--- src/rtl/jsu_pkg.sv ---
// shared types and constants of the json string unescaper
package jsu_pkg;

   localparam int unsigned QueueDepth = 4;
   localparam int unsigned QueueAw    = $clog2(QueueDepth);

   // bytes produced by one input beat
   typedef struct packed {
      logic [1:0]      cnt;
      logic [2:0][7:0] bytes;
      logic            last;
   } grp_type;

   typedef struct packed {
      logic full;
      logic empty;
   } qstat_type;

endpackage

--- src/rtl/jsu_front.sv ---
// front end: parses escapes and builds the byte group of each input beat
module jsu_front import jsu_pkg::*; (
   input  logic       clock,
   input  logic       reset,
   input  logic       req_valid,
   output logic       req_stall,
   input  logic [7:0] req_in_byte,
   input  logic       req_in_last,
   input  qstat_type  q_stat,
   output logic       push,
   output grp_type    push_grp
);

   localparam logic [1:0] MODE_TEXT = 2'd0;
   localparam logic [1:0] MODE_ESC  = 2'd1;
   localparam logic [1:0] MODE_HEX  = 2'd2;

   localparam logic [7:0] CH_BSLASH = 8'h5C;
   localparam logic [7:0] CH_U      = 8'h75;

   function automatic logic [7:0] escape_map(input logic [7:0] c);
      logic [7:0] r;
      case (c)
         8'h6E:   r = 8'h0A;
         8'h72:   r = 8'h0D;
         8'h74:   r = 8'h09;
         8'h62:   r = 8'h08;
         8'h66:   r = 8'h0C;
         default: r = c;
      endcase
      return r;
   endfunction

   // {valid, value}
   function automatic logic [4:0] hex_nib(input logic [7:0] c);
      logic [4:0] r;
      r = 5'd0;
      if (c inside {[8'h30:8'h39]}) begin
         r = {1'b1, 4'(c - 8'h30)};
      end else if (c inside {[8'h61:8'h66]}) begin
         r = {1'b1, 4'(c - 8'h57)};
      end else if (c inside {[8'h41:8'h46]}) begin
         r = {1'b1, 4'(c - 8'h37)};
      end
      return r;
   endfunction

   logic [1:0]  mode_ff, mode_in;
   logic [1:0]  held_cnt_ff, held_cnt_in;
   logic [7:0]  held_ff [3];
   logic        held_we;
   logic        accept;

   logic [7:0]  dig [4];
   logic [4:0]  nib;
   logic        stop;
   logic [15:0] cp;
   logic [1:0]  code_cnt;
   logic [2:0][7:0] code_b;

   logic [7:0]  rb [3];
   logic [1:0]  rp_cnt;
   logic [1:0]  pos;
   logic [2:0][7:0] rp_b;

   grp_type     grp;

   assign accept    = req_valid && !req_stall;
   assign req_stall = q_stat.full;

   assign dig[0] = held_ff[0];
   assign dig[1] = held_ff[1];
   assign dig[2] = held_ff[2];
   assign dig[3] = req_in_byte;

   // code value from leading hex digits
   always_comb begin
      cp   = '0;
      stop = 1'b0;
      nib  = '0;
      for (int i = 0; i < 4; i++) begin
         nib = hex_nib(dig[i]);
         if (!stop && nib[4]) begin
            cp = {cp[11:0], nib[3:0]};
         end else begin
            stop = 1'b1;
         end
      end
   end

   // utf-8 encoding
   always_comb begin
      code_b = '0;
      if (cp < 16'h0080) begin
         code_cnt  = 2'd1;
         code_b[0] = cp[7:0];
      end else if (cp < 16'h0800) begin
         code_cnt  = 2'd2;
         code_b[0] = 8'hC0 | {3'b000, cp[10:6]};
         code_b[1] = 8'h80 | {2'b00, cp[5:0]};
      end else begin
         code_cnt  = 2'd3;
         code_b[0] = 8'hE0 | {4'h0, cp[15:12]};
         code_b[1] = 8'h80 | {2'b00, cp[11:6]};
         code_b[2] = 8'h80 | {2'b00, cp[5:0]};
      end
   end

   // held chars plus the final byte, reprocessed as plain text
   assign rb[0] = (held_cnt_ff == 2'd0) ? req_in_byte : held_ff[0];
   assign rb[1] = (held_cnt_ff == 2'd1) ? req_in_byte : held_ff[1];
   assign rb[2] = req_in_byte;

   always_comb begin
      rp_cnt = '0;
      rp_b   = '0;
      pos    = '0;
      if (rb[0] != CH_BSLASH || held_cnt_ff == 2'd0) begin
         rp_b[rp_cnt] = rb[0];
         rp_cnt       = rp_cnt + 2'd1;
         pos          = 2'd1;
      end else begin
         if (rb[1] != CH_U) begin
            rp_b[rp_cnt] = escape_map(rb[1]);
            rp_cnt       = rp_cnt + 2'd1;
         end
         pos = 2'd2;
      end
      if (pos == 2'd1 && held_cnt_ff != 2'd0) begin
         if (rb[1] != CH_BSLASH || held_cnt_ff == 2'd1) begin
            rp_b[rp_cnt] = rb[1];
            rp_cnt       = rp_cnt + 2'd1;
            pos          = 2'd2;
         end else begin
            if (rb[2] != CH_U) begin
               rp_b[rp_cnt] = escape_map(rb[2]);
               rp_cnt       = rp_cnt + 2'd1;
            end
            pos = 2'd3;
         end
      end
      if (pos == 2'd2 && held_cnt_ff == 2'd2) begin
         rp_b[rp_cnt] = rb[2];
         rp_cnt       = rp_cnt + 2'd1;
      end
   end

   always_comb begin
      grp.cnt     = '0;
      grp.bytes   = '0;
      grp.last    = req_in_last;
      mode_in     = mode_ff;
      held_cnt_in = held_cnt_ff;
      held_we     = 1'b0;
      case (mode_ff)
         MODE_ESC: begin
            if (req_in_byte == CH_U) begin
               mode_in     = MODE_HEX;
               held_cnt_in = '0;
            end else begin
               grp.cnt      = 2'd1;
               grp.bytes[0] = escape_map(req_in_byte);
               mode_in      = MODE_TEXT;
            end
         end
         MODE_HEX: begin
            if (held_cnt_ff != 2'd3) begin
               if (req_in_last) begin
                  grp.cnt   = rp_cnt;
                  grp.bytes = rp_b;
               end else begin
                  held_we     = 1'b1;
                  held_cnt_in = held_cnt_ff + 2'd1;
               end
            end else begin
               grp.cnt     = code_cnt;
               grp.bytes   = code_b;
               mode_in     = MODE_TEXT;
               held_cnt_in = '0;
            end
         end
         default: begin
            if (req_in_byte == CH_BSLASH && !req_in_last) begin
               mode_in = MODE_ESC;
            end else begin
               grp.cnt      = 2'd1;
               grp.bytes[0] = req_in_byte;
            end
         end
      endcase
      if (req_in_last) begin
         mode_in     = MODE_TEXT;
         held_cnt_in = '0;
      end
   end

   assign push     = accept && (grp.cnt != 2'd0 || req_in_last);
   assign push_grp = grp;

   always_ff @(posedge clock) begin
      if (reset) begin
         mode_ff     <= MODE_TEXT;
         held_cnt_ff <= '0;
      end else if (accept) begin
         mode_ff     <= mode_in;
         held_cnt_ff <= held_cnt_in;
      end
   end

   always_ff @(posedge clock) begin
      if (accept && held_we) begin
         held_ff[held_cnt_ff] <= req_in_byte;
      end
   end

endmodule

--- src/rtl/jsu_queue.sv ---
// short queue of byte groups between front and back
module jsu_queue import jsu_pkg::*; (
   input  logic      clock,
   input  logic      reset,
   input  logic      push,
   input  grp_type   push_grp,
   input  logic      pop,
   output grp_type   head,
   output qstat_type q_stat
);

   grp_type              entry_ff [QueueDepth];
   logic [QueueAw-1:0]   wr_ptr_ff, rd_ptr_ff;
   logic [QueueAw:0]     cnt_ff;

   assign head         = entry_ff[rd_ptr_ff];
   assign q_stat.full  = (cnt_ff == (QueueAw+1)'(QueueDepth));
   assign q_stat.empty = (cnt_ff == '0);

   always_ff @(posedge clock) begin
      if (reset) begin
         wr_ptr_ff <= '0;
         rd_ptr_ff <= '0;
         cnt_ff    <= '0;
      end else begin
         if (push) begin
            wr_ptr_ff <= wr_ptr_ff + 1'b1;
         end
         if (pop) begin
            rd_ptr_ff <= rd_ptr_ff + 1'b1;
         end
         if (push && !pop) begin
            cnt_ff <= cnt_ff + 1'b1;
         end else if (pop && !push) begin
            cnt_ff <= cnt_ff - 1'b1;
         end
      end
   end

   always_ff @(posedge clock) begin
      if (push) begin
         entry_ff[wr_ptr_ff] <= push_grp;
      end
   end

endmodule

--- src/rtl/jsu_back.sv ---
// back end: sends the bytes of each queued group one beat at a time
module jsu_back import jsu_pkg::*; (
   input  logic       clock,
   input  logic       reset,
   input  grp_type    head,
   input  qstat_type  q_stat,
   output logic       pop,
   output logic       rsp_valid,
   input  logic       rsp_stall,
   output logic [7:0] rsp_out_byte,
   output logic       rsp_byte_valid,
   output logic       rsp_run_last,
   output logic       rsp_string_end
);

   logic [1:0] idx_ff, idx_in;
   logic       valid_ff, valid_in;
   logic [7:0] byte_ff;
   logic       byte_valid_ff, run_last_ff, string_end_ff;
   logic       load, take, at_end;
   logic [1:0] last_idx;

   assign load     = !valid_ff || !rsp_stall;
   assign take     = load && !q_stat.empty;
   assign last_idx = (head.cnt == 2'd0) ? 2'd0 : head.cnt - 2'd1;
   assign at_end   = (idx_ff == last_idx);
   assign pop      = take && at_end;

   always_comb begin
      idx_in   = idx_ff;
      valid_in = valid_ff;
      if (take) begin
         idx_in   = at_end ? 2'd0 : idx_ff + 2'd1;
         valid_in = 1'b1;
      end else if (load) begin
         valid_in = 1'b0;
      end
   end

   always_ff @(posedge clock) begin
      if (reset) begin
         idx_ff   <= '0;
         valid_ff <= 1'b0;
      end else begin
         idx_ff   <= idx_in;
         valid_ff <= valid_in;
      end
   end

   always_ff @(posedge clock) begin
      if (take) begin
         byte_ff       <= (head.cnt != 2'd0) ? head.bytes[idx_ff] : 8'h00;
         byte_valid_ff <= (head.cnt != 2'd0);
         run_last_ff   <= at_end;
         string_end_ff <= at_end && head.last;
      end
   end

   assign rsp_valid      = valid_ff;
   assign rsp_out_byte   = byte_ff;
   assign rsp_byte_valid = byte_valid_ff;
   assign rsp_run_last   = run_last_ff;
   assign rsp_string_end = string_end_ff;

endmodule

--- src/rtl/json_string_unescaper.sv ---
// top level of the streaming json string unescaper
// results pass through the queue entry and then the output register of the back end
// throughput: one input beat per cycle while each yields at most one byte and rsp_stall is low
// a beat yielding n bytes occupies the output for n result beats; the queue absorbs bursts
// reset clears parse mode, held count, queue pointers and output valid
module json_string_unescaper import jsu_pkg::*; (
   input  logic       clock,
   input  logic       reset,
   input  logic       req_valid,
   output logic       req_stall,
   input  logic [7:0] req_in_byte,
   input  logic       req_in_last,
   output logic       rsp_valid,
   input  logic       rsp_stall,
   output logic [7:0] rsp_out_byte,
   output logic       rsp_byte_valid,
   output logic       rsp_run_last,
   output logic       rsp_string_end
);

   qstat_type q_stat;
   logic      push, pop;
   grp_type   push_grp, head;

   jsu_front u_front (
      .clock       (clock),
      .reset       (reset),
      .req_valid   (req_valid),
      .req_stall   (req_stall),
      .req_in_byte (req_in_byte),
      .req_in_last (req_in_last),
      .q_stat      (q_stat),
      .push        (push),
      .push_grp    (push_grp)
   );

   jsu_queue u_queue (
      .clock    (clock),
      .reset    (reset),
      .push     (push),
      .push_grp (push_grp),
      .pop      (pop),
      .head     (head),
      .q_stat   (q_stat)
   );

   jsu_back u_back (
      .clock          (clock),
      .reset          (reset),
      .head           (head),
      .q_stat         (q_stat),
      .pop            (pop),
      .rsp_valid      (rsp_valid),
      .rsp_stall      (rsp_stall),
      .rsp_out_byte   (rsp_out_byte),
      .rsp_byte_valid (rsp_byte_valid),
      .rsp_run_last   (rsp_run_last),
      .rsp_string_end (rsp_string_end)
   );

endmodule

--- config.mk ---
export PLATFORM = sky130hd
export DESIGN_NAME = json_string_unescaper
export DESIGN_NICKNAME = d
export VERILOG_FILES = /design/src/rtl/jsu_pkg.sv /design/src/rtl/jsu_front.sv /design/src/rtl/jsu_queue.sv /design/src/rtl/jsu_back.sv /design/src/rtl/json_string_unescaper.sv
export SDC_FILE = /design/constraint.sdc
export NUM_CORES = 1
export LEC_CHECK = 0
export BUFFER_PORTS_ARGS = -buffer_cell sky130_fd_sc_hd__buf_2
export CORE_MARGIN = 2
export CORE_UTILIZATION = 59
export CTS_CLUSTER_DIAMETER = 150
export CTS_CLUSTER_SIZE = 24
export DETAILED_ROUTE_END_ITERATION = 16
export HOLD_SLACK_MARGIN = 0.02
export PLACE_DENSITY = 0.86
export SYNTH_ARGS = -nofsm -noshare
export SYNTH_HDL_FRONTEND = slang
export SYNTH_SLANG_ARGS = --single-unit
--- constraint.sdc ---
create_clock -name clock -period 4.88 [get_ports clock]
set_input_delay 0.488 -clock clock [delete_from_list [all_inputs] [get_ports clock]]
set_output_delay 0.488 -clock clock [all_outputs]
set_load 0.05 [all_outputs]
# Word-level counts from Yosys, hierarchy flattened
# Memories as Yosys holds them, arrays and structs flattened. A register that Yosys moved wholly into a read port is not among the register bits.
# Cells that the tools add are included.
[word_totals]
memories = 2
ram_bits = 132
out_inout_bits = 13
in_bits = 13
reg_bits = 25
elab_cells = 234
[mem_list]
columns = ["memory", "words", "word_bits", "rd", "rd_ports_with_merged_regs", "wr", "line", "rtl"]
rows = [
  ["u_queue.entry_ff", 4, 27, 1, 1, 1, "jsu_queue.sv:12", "grp_type entry_ff [QueueDepth];"],
  ["u_front.held_ff", 3, 8, 3, 0, 1, "jsu_front.sv:50", "logic [7:0] held_ff [3];"],
]
[op_classes]
n_eq_ne = 27
magnitude_cmp = 31
addsub = 21
reduce_logical = 53
muxes = 89
[op_table]
columns = ["op", "count"]
rows = [
  ["8-bit two-way mux", 15],
  ["8-bit by 7-bit == test with 1-bit output (second input constant)", 12],
  ["24-bit two-way mux", 4],
  ["8-bit one-hot mux with 5 select lines", 2],
  ["24-bit bitwise mux", 3],
  ["8-bit by 7-bit greater-or-equal comparator with 1-bit output (second input constant)", 8],
  ["8-bit by 7-bit <= comparator with 1-bit output (second input constant)", 8],
  ["5-bit two-way mux", 12],
  ["26-bit two-way mux", 2],
  ["16-bit two-way mux", 3],
  ["2-bit two-way mux", 19],
  ["8-bit demux with 2-bit select", 2],
  ["8-bit by 6-bit greater-or-equal comparator with 1-bit output (second input constant)", 4],
  ["8-bit by 6-bit <= comparator with 1-bit output (second input constant)", 4],
  ["8-bit by 7-bit != test with 1-bit output (second input constant)", 4],
  ["4-bit by 3-bit subtractor with 4-bit output (second input constant)", 8],
  ["1-bit logical AND", 28],
  ["1-bit two-way mux", 17],
  ["8-bit binary-select mux with 2-bit select", 1],
  ["16-bit by 12-bit less-than comparator with 1-bit output (second input constant)", 1],
  ["16-bit by 8-bit less-than comparator with 1-bit output (second input constant)", 1],
  ["8-bit one-hot mux with 2 select lines", 1],
  ["4-bit by 1-bit subtractor with 4-bit output (second input constant)", 4],
  ["14-bit two-way mux", 1],
  ["25 further kinds", 57],
]

# Depth between registers and ports, before layout
# An unclocked memory read counts as a cell.
[logic_depth]
word_depth = 26
mapped_depth = 20
ltp_nobuf = 18

# By module
# A second synthesis with hierarchy kept.
[unflattened]
cells_unflattened = 807
hier_area_um2 = 9240.1
[by_module_without_submodules]
columns = ["mod", "area_each_um2", "cells_per_inst", "instances", "seq_area_each_um2"]
rows = [
  ["jsu_queue", 4372.9, 185, 1, 3423.3],
  ["jsu_front", 4149.0, 550, 1, 800.8],
  ["jsu_back", 718.2, 72, 1, 390.4],
]

# Least setup slack after synthesis
# OpenSTA, ideal clock, no wires.
[synth_timing]
path_type = "input to register"
startpoint = "in req_in_byte[1]"
endpoint = "reg u_queue.cnt_ff[2]"
required_ns = 4.810
slack_ns = 0.537
setup_time_ns = 0.070
path_stages = 20
t_arrival_ns = 4.273
n_path_buf = 3
path_cell_list = "buf_2 > inv_1 > ha_1 > o21bai_4 > a2111oi_4 > a41o_1 > buf_4 > nand2_1 > and3_4 > or3_1 > buf_6 > o21ai_1 > a311o_1 > o31a_4 > ha_1 > inv_1 > fa_1 > xor2_1 > or3_1 > a21oi_1"
[synth_lines]
columns = ["item", "line", "rtl"]
rows = [
  ["from (decl)", "json_string_unescaper.sv:11", "input logic [7:0] req_in_byte,"],
  ["to (signal assigned)", "jsu_queue.sv:33", "cnt_ff <= cnt_ff + 1'b1;"],
  ["to (signal assigned)", "jsu_queue.sv:35", "cnt_ff <= cnt_ff - 1'b1;"],
  ["to (decl)", "jsu_queue.sv:14", "logic [QueueAw:0] cnt_ff;"],
]

==> flow_summary.json <==
{
  "outcome": "finished clean",
  "critPathCaptureType": "flip-flop",
  "cts_root_buf": "clkbuf_16",
  "worstSetupStartpointType": "flip-flop",
  "arrival_ns": 5.00,
  "clk_latency_ns": 0.44,
  "dp_slack_ns": 0.152,
  "vias": 6810,
  "ys_ff_latch": 159,
  "fmaxAchievable_ghz": 0.216,
  "rows": 45,
  "diodes": 0,
  "drtPass1Iterations": 9,
  "grt_max_degree": 28,
  "clkPwrFrac": 0.316,
  "ant_nets": 0,
  "rsz0062_at_grt": "no",
  "syn_avg_cell_area_um2": 11.6,
  "ff_latch_area_um2": 4620,
  "io_pins": 26,
  "grt_usage": 0.285,
  "nFillCells": 1047,
  "cp_max_fo": 7,
  "p_sw_frac": 0.318,
  "min_period_ns": 4.63,
  "placed_cell_area_um2": 9450,
  "p_per_area_nw_per_um2": 400,
  "htreeDepth": 4,
  "area_growth_pct": 11.6,
  "drive_gt1_frac": 0.179,
  "clock_sinks": 159,
  "final_common_cell": "edfxtp_1",
  "final.setup.worst_slack_ns": 0.252,
  "grt-ovfl-total": 0,
  "finalWirelength_um": 22400,
  "min_period_over_period": 0.948,
  "multi_input_area_um2": 4100,
  "via_per_inst": 6.66,
  "wire_per_inst_um": 21.9,
  "fp.dieW_um": 127,
  "comb_power_share": 0.234,
  "ys_types": 84,
  "ys.flop_type": "edfxtp_1",
  "final_cell_mix": "edfxtp_1, nor2_1, nand2_1",
  "hp-class": "input port to flip-flop",
  "finalClockSkew_ns": 0.00866,
  "seqPwrFrac": 0.450,
  "required_ns": 5.25,
  "fp.dieH_um": 127,
  "netlist_area_um2": 8990,
  "postSynth.asyncResetShare": 0,
  "initial_core_util": 0.598,
  "slew_violations": 0,
  "clk_path_buf_depth": 2,
  "portBuffers": 25,
  "synth_edf_count": 143,
  "numCtsBuffers": 17,
  "power_leakage_nw": 3.46,
  "dieArea_um2": 16200,
  "yosysWarnings": 0,
  "fin_tns_setup_ns": 0,
  "grt_pass1_vias": 6529,
  "tightest_slew_ns": 0.858,
  "core_um2": 15000,
  "fin_util": 0.667,
  "finish.instance_area_um2": 10000,
  "hpwlAfterDp_um": 15900,
  "maxCapViolations": 0,
  "synthCells": 777,
  "grt_pass1_wl_um": 35200,
  "holdBufCountCts": 0,
  "ir_drop_v": 0.000269,
  "p_int_mw": 2.74,
  "detail_route.drc_violations": 0,
  "crit_type": "flip-flop to flip-flop",
  "finalHoldViolations": 0,
  "synth_nets": 822,
  "cts_tree": "yes",
  "switchingPower_mw": 1.27,
  "cts.reportedPaths.clkPinSlew_ns": 0.06,
  "whs_ns": 0.267,
  "final-setup-viol-count": 0,
  "slew-limit-headroom": 0.413,
  "yosysSeqAreaShare": 0.514,
  "drt-initial-drc-count": 955,
  "grt_antenna_before_repair": 0,
  "final_net_count": 866,
  "place.gp.congestion": 1.00
}
-- layout make-up --
cell class,instances,area share
clock buffer,18,0.0438
sequential,159,0.460
clock inverter,14,0.0121
timing repair buffer,61,0.0407
tap,188,0.0235
inverter,29,0.0109
multi-input combinational,553,0.409
-- registers in the layout, indices dropped and copies added (netlist names), named ones only --
register               cells
u_queue.wr_ptr_ff          2
u_back.rsp_string_end      1
u_back.rsp_out_byte        8
u_front.held_ff           24
u_back.rsp_byte_valid      1
u_back.rsp_run_last        1
u_queue.cnt_ff             3
u_queue.entry_ff         108
u_back.idx_ff              2
u_front.mode_ff            2
u_front.held_cnt_ff        2
u_queue.rd_ptr_ff          2
u_back.rsp_valid           1
-- power by group through the flow --
stage	Sequential (mW)	Clock (mW)	Combinational (mW)
after floorplan	1.92	0	0.601
after global placement	1.82	0	0.895
after detailed placement	1.83	0	0.930
after CTS	1.81	1.27	0.943
after global routing	1.83	1.32	1.02
final	1.81	1.27	0.939
-- critical path, cell delays in order, from the launching register on --
cell and delay [ns]:
edfxtp_1 0.51, inv_1 0.18, ha_1 0.19, nor3b_1 0.20, nor4_1 0.08, buf_4 0.15, a32oi_1 0.53, o2111ai_1 0.26
nor2b_1 0.25, nor3_4 0.21, o21ai_1 0.16, a311o_1 0.41, o31a_4 0.38, ha_1 0.23, inv_1 0.08, fa_1 0.18
xor2_1 0.07, or3_1 0.32, a21oi_1 0.17
-- metal layers --
metal	up-vias	wire (um)	track usage
met4	0	797	0.129
li1	3046	-	-
met3	75	1680	0.0511
met2	380	11100	0.480
met5	-	0	0
met1	3309	8850	0.361
-- stage by stage --
step | power (mW) | cells
floorplan | 2.52 | 777
global placement | 2.71 | 989
detailed placement | 2.76 | 989
CTS | 4.02 | 1021
global route | 4.16 | 1022
finish | 4.01 | 1022
-- logic make-up after synthesis --
group / share of synthesized area
and+or+nand+nor: 0.145
xor gates and xnor gates: 0.0127
AOI/OAI and AO/OA: 0.160
buffers and inverters: 0.0313
muxes: 0.0919
DFF: 0.514
adders and majority gates: 0.0454
-- Yosys cell counts (7+ instances only) --
cell,instances,share of area
edfxtp_1,143,0.48
nor2_1,82,0.034
nand2_1,67,0.028
a21oi_1,44,0.025
o21ai_0,40,0.022
ha_1,31,0.043
inv_1,28,0.012
mux4_2,27,0.068
clkbuf_1,20,0.0084
mux2i_1,18,0.020
and2_1,16,0.011
dfxtp_1,16,0.036
nand2b_1,13,0.0091
nand3_1,13,0.0072
nor2b_1,13,0.0091
o211ai_1,11,0.0092
a22oi_1,10,0.0084
a31oi_1,10,0.0070
nor3_1,10,0.0056
buf_2,9,0.0050
nor3b_1,9,0.0075
xnor2_1,9,0.0088
a21o_1,8,0.0067
o22ai_1,7,0.0049
-- final timing paths --
path                                   startpoint                         endpoint  slack (ns)  cells after the start
hold reg to reg   u_front.mode_ff[0]$_SDFFE_PP0P_  u_front.mode_ff[0]$_SDFFE_PP0P_        0.48                      2
hold / removal                     req_in_byte[5]  u_front.held_ff[2][5]$_DFFE_PP_        0.27                      1
setup / recovery  u_front.held_ff[0][1]$_DFFE_PP_   u_queue.cnt_ff[2]$_SDFFE_PP0P_        0.25                     18
setup reg to reg  u_front.held_ff[0][1]$_DFFE_PP_   u_queue.cnt_ff[2]$_SDFFE_PP0P_        0.25                     18
-- repair_timing --
item | 4_1_cts | 5_1_grt
resized for setup | 0 | 3
setup endpoints to repair | 0 | 2
setup buffers | 0 | 1
(Power assumes the default switching activity.)
